### src/rtl/tced_pkg.sv
// Shared types for the termcap escape decoder.
// Holds the result item and the per-byte decode bundle; no dependencies.
package tced_pkg;

	// One decoded result as it travels to the output queue.
	typedef struct packed {
		logic [7:0] data;
		logic       end_mark;
	} res_t;

	// Everything one input byte produces: zero, one or two results.
	typedef struct packed {
		logic [1:0] count;
		res_t       r0;
		res_t       r1;
	} dec_t;

	localparam logic [7:0] END_CODE = 8'h00;

endpackage

### src/rtl/termcap_escape_decoder.sv
// Top level of the termcap escape decoder: input register, parser, result queue.
// Depends on tced_pkg and tced_decode.
//
//   channel | valid     | stall     | payload
//   --------+-----------+-----------+-------------------
//   input   | in_valid  | in_stall  | in_byte
//   output  | out_valid | out_stall | out_byte, end_mark
//
// One byte request is taken per cycle while in_stall is low. An accepted byte is held in the
// input register while the parser decodes it, and its results are written into the result
// queue when it retires; out_valid comes from the registered queue count. The queue takes up
// to two results per cycle and drains one per cycle while out_stall is low; a byte whose
// results do not fit beside the registered queue count holds the input register and raises
// in_stall. Reset clears the parser state, the input valid flag and the queue pointers.
module termcap_escape_decoder #(
	// Result queue depth; a power of two, at least 4.
	parameter int FIFO_DEPTH = 4
) (
	input  logic       clk,
	input  logic       arst_n,
	input  logic       in_valid,
	output logic       in_stall,
	input  logic [7:0] in_byte,
	output logic       out_valid,
	input  logic       out_stall,
	output logic [7:0] out_byte,
	output logic       end_mark
);
	import tced_pkg::*;

	localparam int PTR_W = $clog2(FIFO_DEPTH);
	localparam int CNT_W = $clog2(FIFO_DEPTH + 1);

	// Input register stage.
	logic       valid_s1;
	logic [7:0] byte_s1;

	// Result queue, written at one or two slots and read at the head.
	res_t             mem_q [FIFO_DEPTH];
	logic [PTR_W-1:0] wr_ptr_q;
	logic [PTR_W-1:0] rd_ptr_q;
	logic [CNT_W-1:0] count_q;

	dec_t             dec;
	logic             step;
	logic             accept_in;
	logic             pop;
	logic [PTR_W-1:0] wr_ptr_next;
	res_t             head;

	tced_decode u_decode (
		.clk      (clk),
		.arst_n   (arst_n),
		.step     (step),
		.cur_byte (byte_s1),
		.dec      (dec)
	);

	// The held byte retires only when the queue has room for all of its results.
	// The room check looks at the registered count, so there is no combinational
	// path from out_stall to in_stall.
	assign step = valid_s1 &&
		((CNT_W + 1)'(count_q) + (CNT_W + 1)'(dec.count) <= (CNT_W + 1)'(FIFO_DEPTH));

	assign in_stall  = valid_s1 && !step;
	assign accept_in = in_valid && !in_stall;

	always_ff @(posedge clk or negedge arst_n) begin
		if (!arst_n) begin
			valid_s1 <= 1'b0;
		end else if (accept_in) begin
			valid_s1 <= 1'b1;
		end else if (step) begin
			valid_s1 <= 1'b0;
		end
	end

	always_ff @(posedge clk) begin
		if (accept_in) begin
			byte_s1 <= in_byte;
		end
	end

	assign pop         = out_valid && !out_stall;
	assign wr_ptr_next = wr_ptr_q + PTR_W'(1);

	always_ff @(posedge clk) begin
		if (step && dec.count != 2'd0) begin
			mem_q[wr_ptr_q] <= dec.r0;
		end
		if (step && dec.count == 2'd2) begin
			mem_q[wr_ptr_next] <= dec.r1;
		end
	end

	always_ff @(posedge clk or negedge arst_n) begin
		if (!arst_n) begin
			wr_ptr_q <= '0;
			rd_ptr_q <= '0;
			count_q  <= '0;
		end else begin
			if (step) begin
				wr_ptr_q <= wr_ptr_q + PTR_W'(dec.count);
			end
			if (pop) begin
				rd_ptr_q <= rd_ptr_q + PTR_W'(1);
			end
			count_q <= count_q + (step ? CNT_W'(dec.count) : CNT_W'(0)) -
				(pop ? CNT_W'(1) : CNT_W'(0));
		end
	end

	assign head      = mem_q[rd_ptr_q];
	assign out_valid = (count_q != '0);
	assign out_byte  = head.data;
	assign end_mark  = head.end_mark;

endmodule

### src/rtl/tced_decode.sv
// Escape parser: mode, octal value and digit count, plus the decode of one byte.
// Depends on tced_pkg for the result types.
module tced_decode (
	input  logic          clk,
	input  logic          arst_n,
	input  logic          step,
	input  logic [7:0]    cur_byte,
	output tced_pkg::dec_t dec
);
	import tced_pkg::*;

	typedef enum logic [1:0] {
		MODE_NORMAL,
		MODE_BSLASH,
		MODE_CARET,
		MODE_OCTAL
	} mode_t;

	localparam logic [7:0] CHR_BSLASH = 8'h5C;
	localparam logic [7:0] CHR_CARET  = 8'h5E;
	localparam logic [7:0] CHR_UPPER_E = 8'h45;
	localparam logic [7:0] CHR_LOWER_E = 8'h65;
	localparam logic [7:0] CHR_N      = 8'h6E;
	localparam logic [7:0] CHR_R      = 8'h72;
	localparam logic [7:0] CHR_T      = 8'h74;
	localparam logic [7:0] CHR_B      = 8'h62;
	localparam logic [7:0] CHR_F      = 8'h66;
	localparam logic [7:0] ESC_CODE   = 8'h1B;
	localparam logic [7:0] LF_CODE    = 8'h0A;
	localparam logic [7:0] CR_CODE    = 8'h0D;
	localparam logic [7:0] TAB_CODE   = 8'h09;
	localparam logic [7:0] BS_CODE    = 8'h08;
	localparam logic [7:0] FF_CODE    = 8'h0C;
	localparam logic [7:0] CTRL_MASK  = 8'h1F;
	localparam logic [4:0] OCT_PREFIX = 5'b00110;
	localparam logic [1:0] LAST_DIGIT = 2'd3;

	mode_t      mode_q, mode_d;
	logic [7:0] oval_q, oval_d;
	logic [1:0] odig_q, odig_d;

	logic       is_oct;
	logic [7:0] oval_shift;
	logic [1:0] odig_inc;
	logic       norm_emit;
	res_t       norm_res;
	mode_t      norm_mode;
	logic [7:0] esc_byte;

	assign is_oct     = (cur_byte[7:3] == OCT_PREFIX);
	assign oval_shift = {oval_q[4:0], cur_byte[2:0]};
	assign odig_inc   = odig_q + 2'd1;

	// Plain-text handling, also used for the byte that cuts an octal run short.
	always_comb begin
		norm_emit = 1'b0;
		norm_res  = '{data: cur_byte, end_mark: 1'b0};
		norm_mode = MODE_NORMAL;
		if (cur_byte == END_CODE) begin
			norm_emit = 1'b1;
			norm_res  = '{data: END_CODE, end_mark: 1'b1};
		end else if (cur_byte == CHR_BSLASH) begin
			norm_mode = MODE_BSLASH;
		end else if (cur_byte == CHR_CARET) begin
			norm_mode = MODE_CARET;
		end else begin
			norm_emit = 1'b1;
		end
	end

	always_comb begin
		case (cur_byte)
			CHR_UPPER_E, CHR_LOWER_E: esc_byte = ESC_CODE;
			CHR_N:                    esc_byte = LF_CODE;
			CHR_R:                    esc_byte = CR_CODE;
			CHR_T:                    esc_byte = TAB_CODE;
			CHR_B:                    esc_byte = BS_CODE;
			CHR_F:                    esc_byte = FF_CODE;
			default:                  esc_byte = cur_byte;
		endcase
	end

	always_comb begin
		mode_d    = mode_q;
		oval_d    = oval_q;
		odig_d    = odig_q;
		dec.count = 2'd0;
		dec.r0    = '{data: END_CODE, end_mark: 1'b1};
		dec.r1    = '{data: END_CODE, end_mark: 1'b1};
		case (mode_q)
			MODE_BSLASH: begin
				mode_d = MODE_NORMAL;
				if (cur_byte == END_CODE) begin
					dec.count = 2'd1;
				end else if (is_oct) begin
					mode_d = MODE_OCTAL;
					oval_d = {5'd0, cur_byte[2:0]};
					odig_d = 2'd1;
				end else begin
					dec.count = 2'd1;
					dec.r0    = '{data: esc_byte, end_mark: 1'b0};
				end
			end
			MODE_CARET: begin
				mode_d    = MODE_NORMAL;
				dec.count = 2'd1;
				if (cur_byte != END_CODE) begin
					dec.r0 = '{data: cur_byte & CTRL_MASK, end_mark: 1'b0};
				end
			end
			MODE_OCTAL: begin
				if (is_oct) begin
					if (odig_inc == LAST_DIGIT) begin
						dec.count = 2'd1;
						dec.r0    = '{data: oval_shift, end_mark: 1'b0};
						mode_d    = MODE_NORMAL;
						oval_d    = 8'd0;
						odig_d    = 2'd0;
					end else begin
						oval_d = oval_shift;
						odig_d = odig_inc;
					end
				end else begin
					// The run is cut short: emit the value, then treat the byte as text.
					dec.count = norm_emit ? 2'd2 : 2'd1;
					dec.r0    = '{data: oval_q, end_mark: 1'b0};
					dec.r1    = norm_res;
					mode_d    = norm_mode;
					oval_d    = 8'd0;
					odig_d    = 2'd0;
				end
			end
			default: begin
				mode_d    = norm_mode;
				dec.count = norm_emit ? 2'd1 : 2'd0;
				dec.r0    = norm_res;
			end
		endcase
	end

	always_ff @(posedge clk or negedge arst_n) begin
		if (!arst_n) begin
			mode_q <= MODE_NORMAL;
			oval_q <= 8'd0;
			odig_q <= 2'd0;
		end else if (step) begin
			mode_q <= mode_d;
			oval_q <= oval_d;
			odig_q <= odig_d;
		end
	end

endmodule

### config.mk
export PLATFORM = sky130hd
export DESIGN_NAME = termcap_escape_decoder
export DESIGN_NICKNAME = d
export VERILOG_FILES = /design/src/rtl/tced_pkg.sv /design/src/rtl/termcap_escape_decoder.sv /design/src/rtl/tced_decode.sv
export SDC_FILE = /design/constraint.sdc
export NUM_CORES = 1
export LEC_CHECK = 0
export BUFFER_PORTS_ARGS = -buffer_cell sky130_fd_sc_hd__buf_2
export CAP_MARGIN = 25
export CORE_ASPECT_RATIO = 1.4
export CORE_MARGIN = 1.5
export CORE_UTILIZATION = 52
export CTS_BUF_LIST = sky130_fd_sc_hd__clkbuf_16
export DETAILED_ROUTE_END_ITERATION = 7
export GPL_ROUTABILITY_DRIVEN = 0
export HOLD_SLACK_MARGIN = 0.08
export PLACE_DENSITY = 0.81
export SYNTH_ARGS = -nofsm -noshare
export SYNTH_HDL_FRONTEND = slang
export SYNTH_SLANG_ARGS = --single-unit
### constraint.sdc
create_clock -name clk -period 12.6 [get_ports clk]
set_clock_uncertainty 0.05 [all_clocks]
set_input_delay 0.63 -clock clk [delete_from_list [all_inputs] [get_ports clk]]
set_output_delay 0.63 -clock clk [all_outputs]
set_load 0.01 [all_outputs]
==> results of run 1 <==
==> worst paths after layout <==
check,endpoint,start,cells past startpoint,slack (ns)
min in group clk,byte_s1[5],in_byte[5],1,0.42
hold reg to reg,u_decode.oval_q[7],u_decode.oval_q[7],2,0.43
setup reg to reg,mem_q[2][7],byte_s1[0],12,7.52
setup / recovery,mem_q[2][7],byte_s1[0],12,7.52
hold / removal,rd_ptr_q[0],arst_n,1,0.19
max in group asynchronous,u_decode.oval_q[0],arst_n,1,11.98
==> cell families after synthesis <==
family                     Yosys count  synth area share, %
AOI/OAI and AO/OA                  110                 18.7
xor gates and xnor gates             7                 1.61
adders and majority gates            8                 3.02
buffers and inverters               38                 4.37
DFF                                 64                 47.8
muxes                               22                 8.77
and+or+nand+nor                    117                 15.6
==> layout make-up <==
| class | instances | area (µm²) |
|---|---|---|
| clock inverters | 5 | 73.8 |
| repair buffers | 27 | 145 |
| fillers | 566 | 2780 |
| clock buffers | 9 | 225 |
| inverters | 12 | 45.0 |
| multi-input cells | 264 | 1820 |
| well taps | 95 | 119 |
| flip-flops and latches | 64 | 1820 |
==> through the flow <==
| stage | power, mW | cells | utilization, % | hold WS, ns | setup WS [ns] |
|---|---|---|---|---|---|
| after floorplan | 0.607 | 366 | - | 0.284 | 8.32 |
| after global placement | 0.682 | 460 | 56.0 | 0.409 | 7.83 |
| after detailed placement | 0.698 | 461 | 56.1 | 0.416 | 7.74 |
| after CTS | 0.955 | 475 | 60.4 | 0.211 | 7.62 |
| after global routing | 1.02 | 476 | 60.5 | 0.236 | 7.16 |
| final | 0.954 | 476 | 60.5 | 0.194 | 7.52 |
==> cell usage in the layout (no fill, tap or decap), types with 4 or more instances in the layout <==
| master | netlist | final |
|---|---|---|
| nor3_1 | 6 | 6 |
| a211o_1 | 4 | 4 |
| edfxtp_1 | 44 | 44 |
| dfrtp_1 | 20 | 20 |
| nand3_1 | 4 | 4 |
| a22oi_1 | 4 | 4 |
| o21ai_0 | 28 | 28 |
| xnor2_1 | 4 | 4 |
| buf_2 | 9 | 23 |
| nand2_1 | 60 | 60 |
| a211oi_1 | 4 | 4 |
| clkbuf_16 | 0 | 9 |
| nor2b_1 | 6 | 6 |
| nand3b_1 | 4 | 4 |
| ha_1 | 6 | 6 |
| a21oi_1 | 32 | 32 |
| mux2i_1 | 12 | 12 |
| nand4_1 | 9 | 9 |
| mux4_2 | 9 | 9 |
| nor2_1 | 6 | 6 |
| inv_1 | 12 | 12 |
| buf_4 | 1 | 4 |
| o211ai_1 | 12 | 12 |
==> layer usage <==
| layer | track usage, % | vias to the layer above | wire length (µm) | part of all wire, % |
|---|---|---|---|---|
| met5 | 0 | - | 0 | 0 |
| met4 | 13.8 | 0 | 405 | 4.7 |
| met3 | 4.17 | 38 | 446 | 5.2 |
| met2 | 39.4 | 120 | 4470 | 52 |
| met1 | 28.7 | 1384 | 3290 | 38 |
| li1 | - | 1397 | - | - |
==> flip-flops by register name, indices dropped and copies added (netlist names) <==
register and cells:
wr_ptr_q 2, mem_q 36, u_decode.mode_q 2, u_decode.oval_q 8, u_decode.odig_q 2, count_q 3, valid_s1 1, byte_s1 8
rd_ptr_q 2
==> worst max-delay path, delay by kind of cell (launching register included) <==
| kind | cells | cell delay [ns] |
|---|---|---|
| AO/OA/AOI/OAI | 4 | 1.37 |
| adder cells (fa/ha/maj) | 2 | 0.73 |
| buffers and inverters | 2 | 0.35 |
| flip-flops | 1 | 0.57 |
| AND/OR/NAND/NOR | 4 | 1.70 |
==> report_power, final <==
part	switching (mW)	internal, mW
sequential	0.0696	0.307
clock	0.0829	0.169
combinational	0.179	0.147
total	0.331	0.623
==> flow_summary.ini, run 1 <==
[sta]
slew_violations = 0
tightest_slew_ns = 0.884
rsz0062_at_grt = false
hold_viol = 0
fin_crit_ns = 5.08
slew_headroom_pct = 40.9
setup_violations = 0
fmax_mhz = 197
tns_ns = 0
fin_crit_sh_pct = 40.3

[worst_setup_path]
max_stage_delay_ns = 0.58
cp-start-kind = register
path_class = reg -> reg
path_max_fanout = 15
cp_slowest_cell = nor4bb_1
end_kind = register
worstPathRequired_ns = 12.58
path_cells = nor4bb_1 -> nand2_1 -> a31o_2 -> a21oi_1 -> ha_1 -> inv_1 -> fa_1 -> nor2b_1 -> o221a_2 -> nand4_1 -> o21ai_0 -> buf_2
critPathArrivalTime_ns = 5.06

[drt]
vias = 2939
vias_per_cell = 6.17
ant_nets = 0
routed_wl_um = 8610
drt_iter0_markers = 366
wire_per_inst_um = 18.1
dr.pass1.iters = 6
drc = 0

[logic_synthesis]
synth_edf_count = 44
synth_ff_type = edfxtp_1
ys_async_sr_fraction_pct = 31.3
synthTopCellsByCount = nand2_1, edfxtp_1, a21oi_1
synth_nets = 386
synth_area_per_cell_um2 = 10.4
yosys_warnings = 0
synth_top_area_share_pct = 34.7
synth_top_area_cell = edfxtp_1
ys_ff_latch = 64
synth.most_common_cell = nand2_1
yosysUniqueCellTypes = 64
syn_area_um2 = 3810
synthCells = 366
synth_area_leaders = edfxtp_1, dfrtp_1, nand2_1, mux4_2, a21oi_1
ys_seq_area_share_pct = 47.8

[power_and_ir_drop]
p_leak_nw = 1.65
ir_drop_uv = 95.7
power.density_nw_per_um2 = 224

[min_path]
hp-class = in -> async

[status]
status = completed

[final_layout]
drive_above_1_share_pct = 16.0
num_antenna_cells = 0
syn_to_final_growth_pct = 11.6
design_area_um2 = 4250
finalNetCount = 398

[clocking]
postCtsHoldBufs = 0
cts_setup_buffers = 0
clock_sinks = 64
htree_levels = 3
cts-root-buf = clkbuf_16
numCtsBuffers = 9
cts_tree = built
cts_buffer_depth = 2
cts.clk_slew.worst_paths_ns = 0.05
clk_latency_ns = 0.33
cts.repair.resized = 0

[global_routing]
grt_max_degree = 24
antenna_found_initial = 0
overflow = 0
grt_pass1_vias = 2943
track_usage_pct = 24.0
grt_pass1_wl_um = 14300

[die]
num_rows = 36
dieArea_um2 = 7850
coreArea_um2 = 7030
die_h_um = 104
ioPinCount = 23
initial_utilization_pct = 54.2
die_w_um = 75.3

[place]
io_buffers = 22
post_dp_cell_area_um2 = 3940
dp_hpwl_um = 6150

[flow_run]
maxCapViolCount = 0
(Power assumes the default switching activity.)
==> inputs of run 2 (changes only) <==
Clock period 12.6 ns to 4.7 ns, I/O delays scaled along.
==> flow_summary.ini, run 2 (synthesized netlist as in run 1, its figures left out) <==
[worst_setup_path]
crit_buf_inv = 2
end_kind = register
path_max_fanout = 11
cp_top_family = adder cells
path_cells = nor4bb_1 -> nand2_1 -> a31o_2 -> a21oi_1 -> ha_1 -> inv_1 -> fa_1 -> nor2b_1 -> o221a_2 -> nand2_1 -> ha_1 -> inv_1 -> ha_1 -> fa_1 -> xnor2_1 -> xnor2_1
rr_startpoint = byte_s1[6]
critPathArrivalTime_ns = 4.65
worstSetupStartpoint = byte_s1[6]
cp_slowest_cell = nor4bb_1
path_class = reg -> reg
cpMostUsedCell = ha_1
worstPathRequired_ns = 4.90
cp-start-kind = register
max_stage_delay_ns = 0.61

[die]
dieArea_um2 = 7850
ioPinCount = 23
die_w_um = 75.3
initial_utilization_pct = 54.2
num_rows = 36
die_h_um = 104
coreArea_um2 = 7030

[clocking]
cts_buffer_depth = 2
htree_levels = 3
cts_tree = built
numCtsBuffers = 9
cts_setup_buffers = 0
clock_sinks = 64
clk_latency_ns = 0.33
cts.clk_slew.worst_paths_ns = 0.06
cts-root-buf = clkbuf_16

[sta]
fmax_mhz = 225
tns_ns = 0
fin_crit_sh_pct = 94.6
setup_violations = 0
rsz0062_at_grt = false
slew_violations = 0
fin_crit_ns = 4.45
hold_viol = 0
fin_ws_ns = 0.255
tightest_slew_ns = 1.02
slew_headroom_pct = 31.9

[status]
status = completed

[drt]
wire_per_inst_um = 17.2
drc = 0
dr.pass1.iters = 5
ant_nets = 0
vias_per_cell = 6.08
routed_wl_um = 8600
vias = 3036
drt_iter0_markers = 274

[final_layout]
syn_to_final_growth_pct = 15.7
final_common_cell = nand2_1
largestRegisters = mem_q (36), byte_s1 (8), u_decode.oval_q (8)
num_antenna_cells = 0
largest-register = mem_q
largest_reg_flops = 36
drive_above_1_share_pct = 18.3
utilization_pct = 62.7
fillers = 575
final_cell_mix = nand2_1, edfxtp_1, a21oi_1, o21ai_0, buf_2
finalNetCount = 419

[place]
io_buffers = 22
dp_hpwl_um = 6080
pre_cts_ws_ns = 0.314

[flow_run]
maxCapViolCount = 0

[min_path]
hp-start = out_stall
hp-class = in -> reg

[global_routing]
grt_max_degree = 24
grt_pass1_wl_um = 14400
antenna_found_initial = 0
track_usage_pct = 24.2
overflow = 0
grt_pass1_vias = 3020

[power_and_ir_drop]
pwr-share-comb_pct = 37.3
ir_drop_uv = 267
pwr-share-clk_pct = 23.9
swShare_pct = 36.2
p_sw_mw = 0.910
intPower_mw = 1.61
p_leak_nw = 1.72
power.density_nw_per_um2 = 571
seqPwrFrac_pct = 38.8
[run 2: power groups by stage]
stage | clock network, mW | logic (mW) | registers, mW
after global placement | 0 | 0.891 | 0.977
after floorplan | 0 | 0.748 | 0.880
after global routing | 0.629 | 1.05 | 1.00
after CTS | 0.607 | 0.943 | 0.980
after detailed placement | 0 | 0.931 | 0.990
final | 0.602 | 0.939 | 0.977
[run 2: layer usage]
| metal | track usage, % | vias to the layer above | part of all wire (%) |
|---|---|---|---|
| met5 | 0 | - | 0 |
| met4 | 15.3 | 0 | 5.5 |
| met3 | 4.36 | 39 | 4.7 |
| met2 | 38.5 | 124 | 51 |
| met1 | 29.2 | 1425 | 39 |
| li1 | - | 1448 | - |
[run 2: repair_timing]
action | CTS | global route
hold buffers | 10 | 0
endpoints found under the hold margin | 29 | 0
gates resized for setup | 0 | 0
[run 2: layout make-up]
type | instances | area (µm²) | area share, %
tap | 95 | 119 | 2.70
clock buffer | 9 | 225 | 5.11
clock inverter | 7 | 46.3 | 1.05
inverter | 12 | 45.0 | 1.02
multi-input combinational | 264 | 1820 | 41.3
timing repair buffer | 48 | 330 | 7.50
sequential | 64 | 1820 | 41.3
[run 2: final timing paths]
kind / cells past startpoint / slack [ns] / to
min in group asynchronous: 2 / 0.34 / rd_ptr_q[1]
max in group asynchronous: 2 / 3.95 / u_decode.mode_q[0]
worst max register to register: 16 / 0.25 / count_q[2]
worst min-delay path: 3 / 0.17 / rd_ptr_q[0]
worst min register to register: 2 / 0.45 / u_decode.oval_q[6]
worst max-delay path: 16 / 0.25 / count_q[2]
[run 2: worst register-to-register path, delay by kind of cell (launching register included)]
kind | cells | cell delay, ns
AO/OA/AOI/OAI | 3 | 0.76
XOR/XNOR | 2 | 0.33
adder cells (fa/ha/maj) | 5 | 1.57
buffers and inverters | 2 | 0.10
flip-flops | 1 | 0.54
AND/OR/NAND/NOR | 4 | 1.03
[run 2: metrics by stage]
stage	power (mW)	area, µm²	instances	hold WS [ns]
finish	2.52	4410	499	0.168
global route	2.68	4410	499	0.224
CTS	2.53	4410	499	0.170
detailed placement	1.92	4040	473	0.156
global placement	1.87	4040	473	0.153
floorplan	1.63	3810	366	-0.111
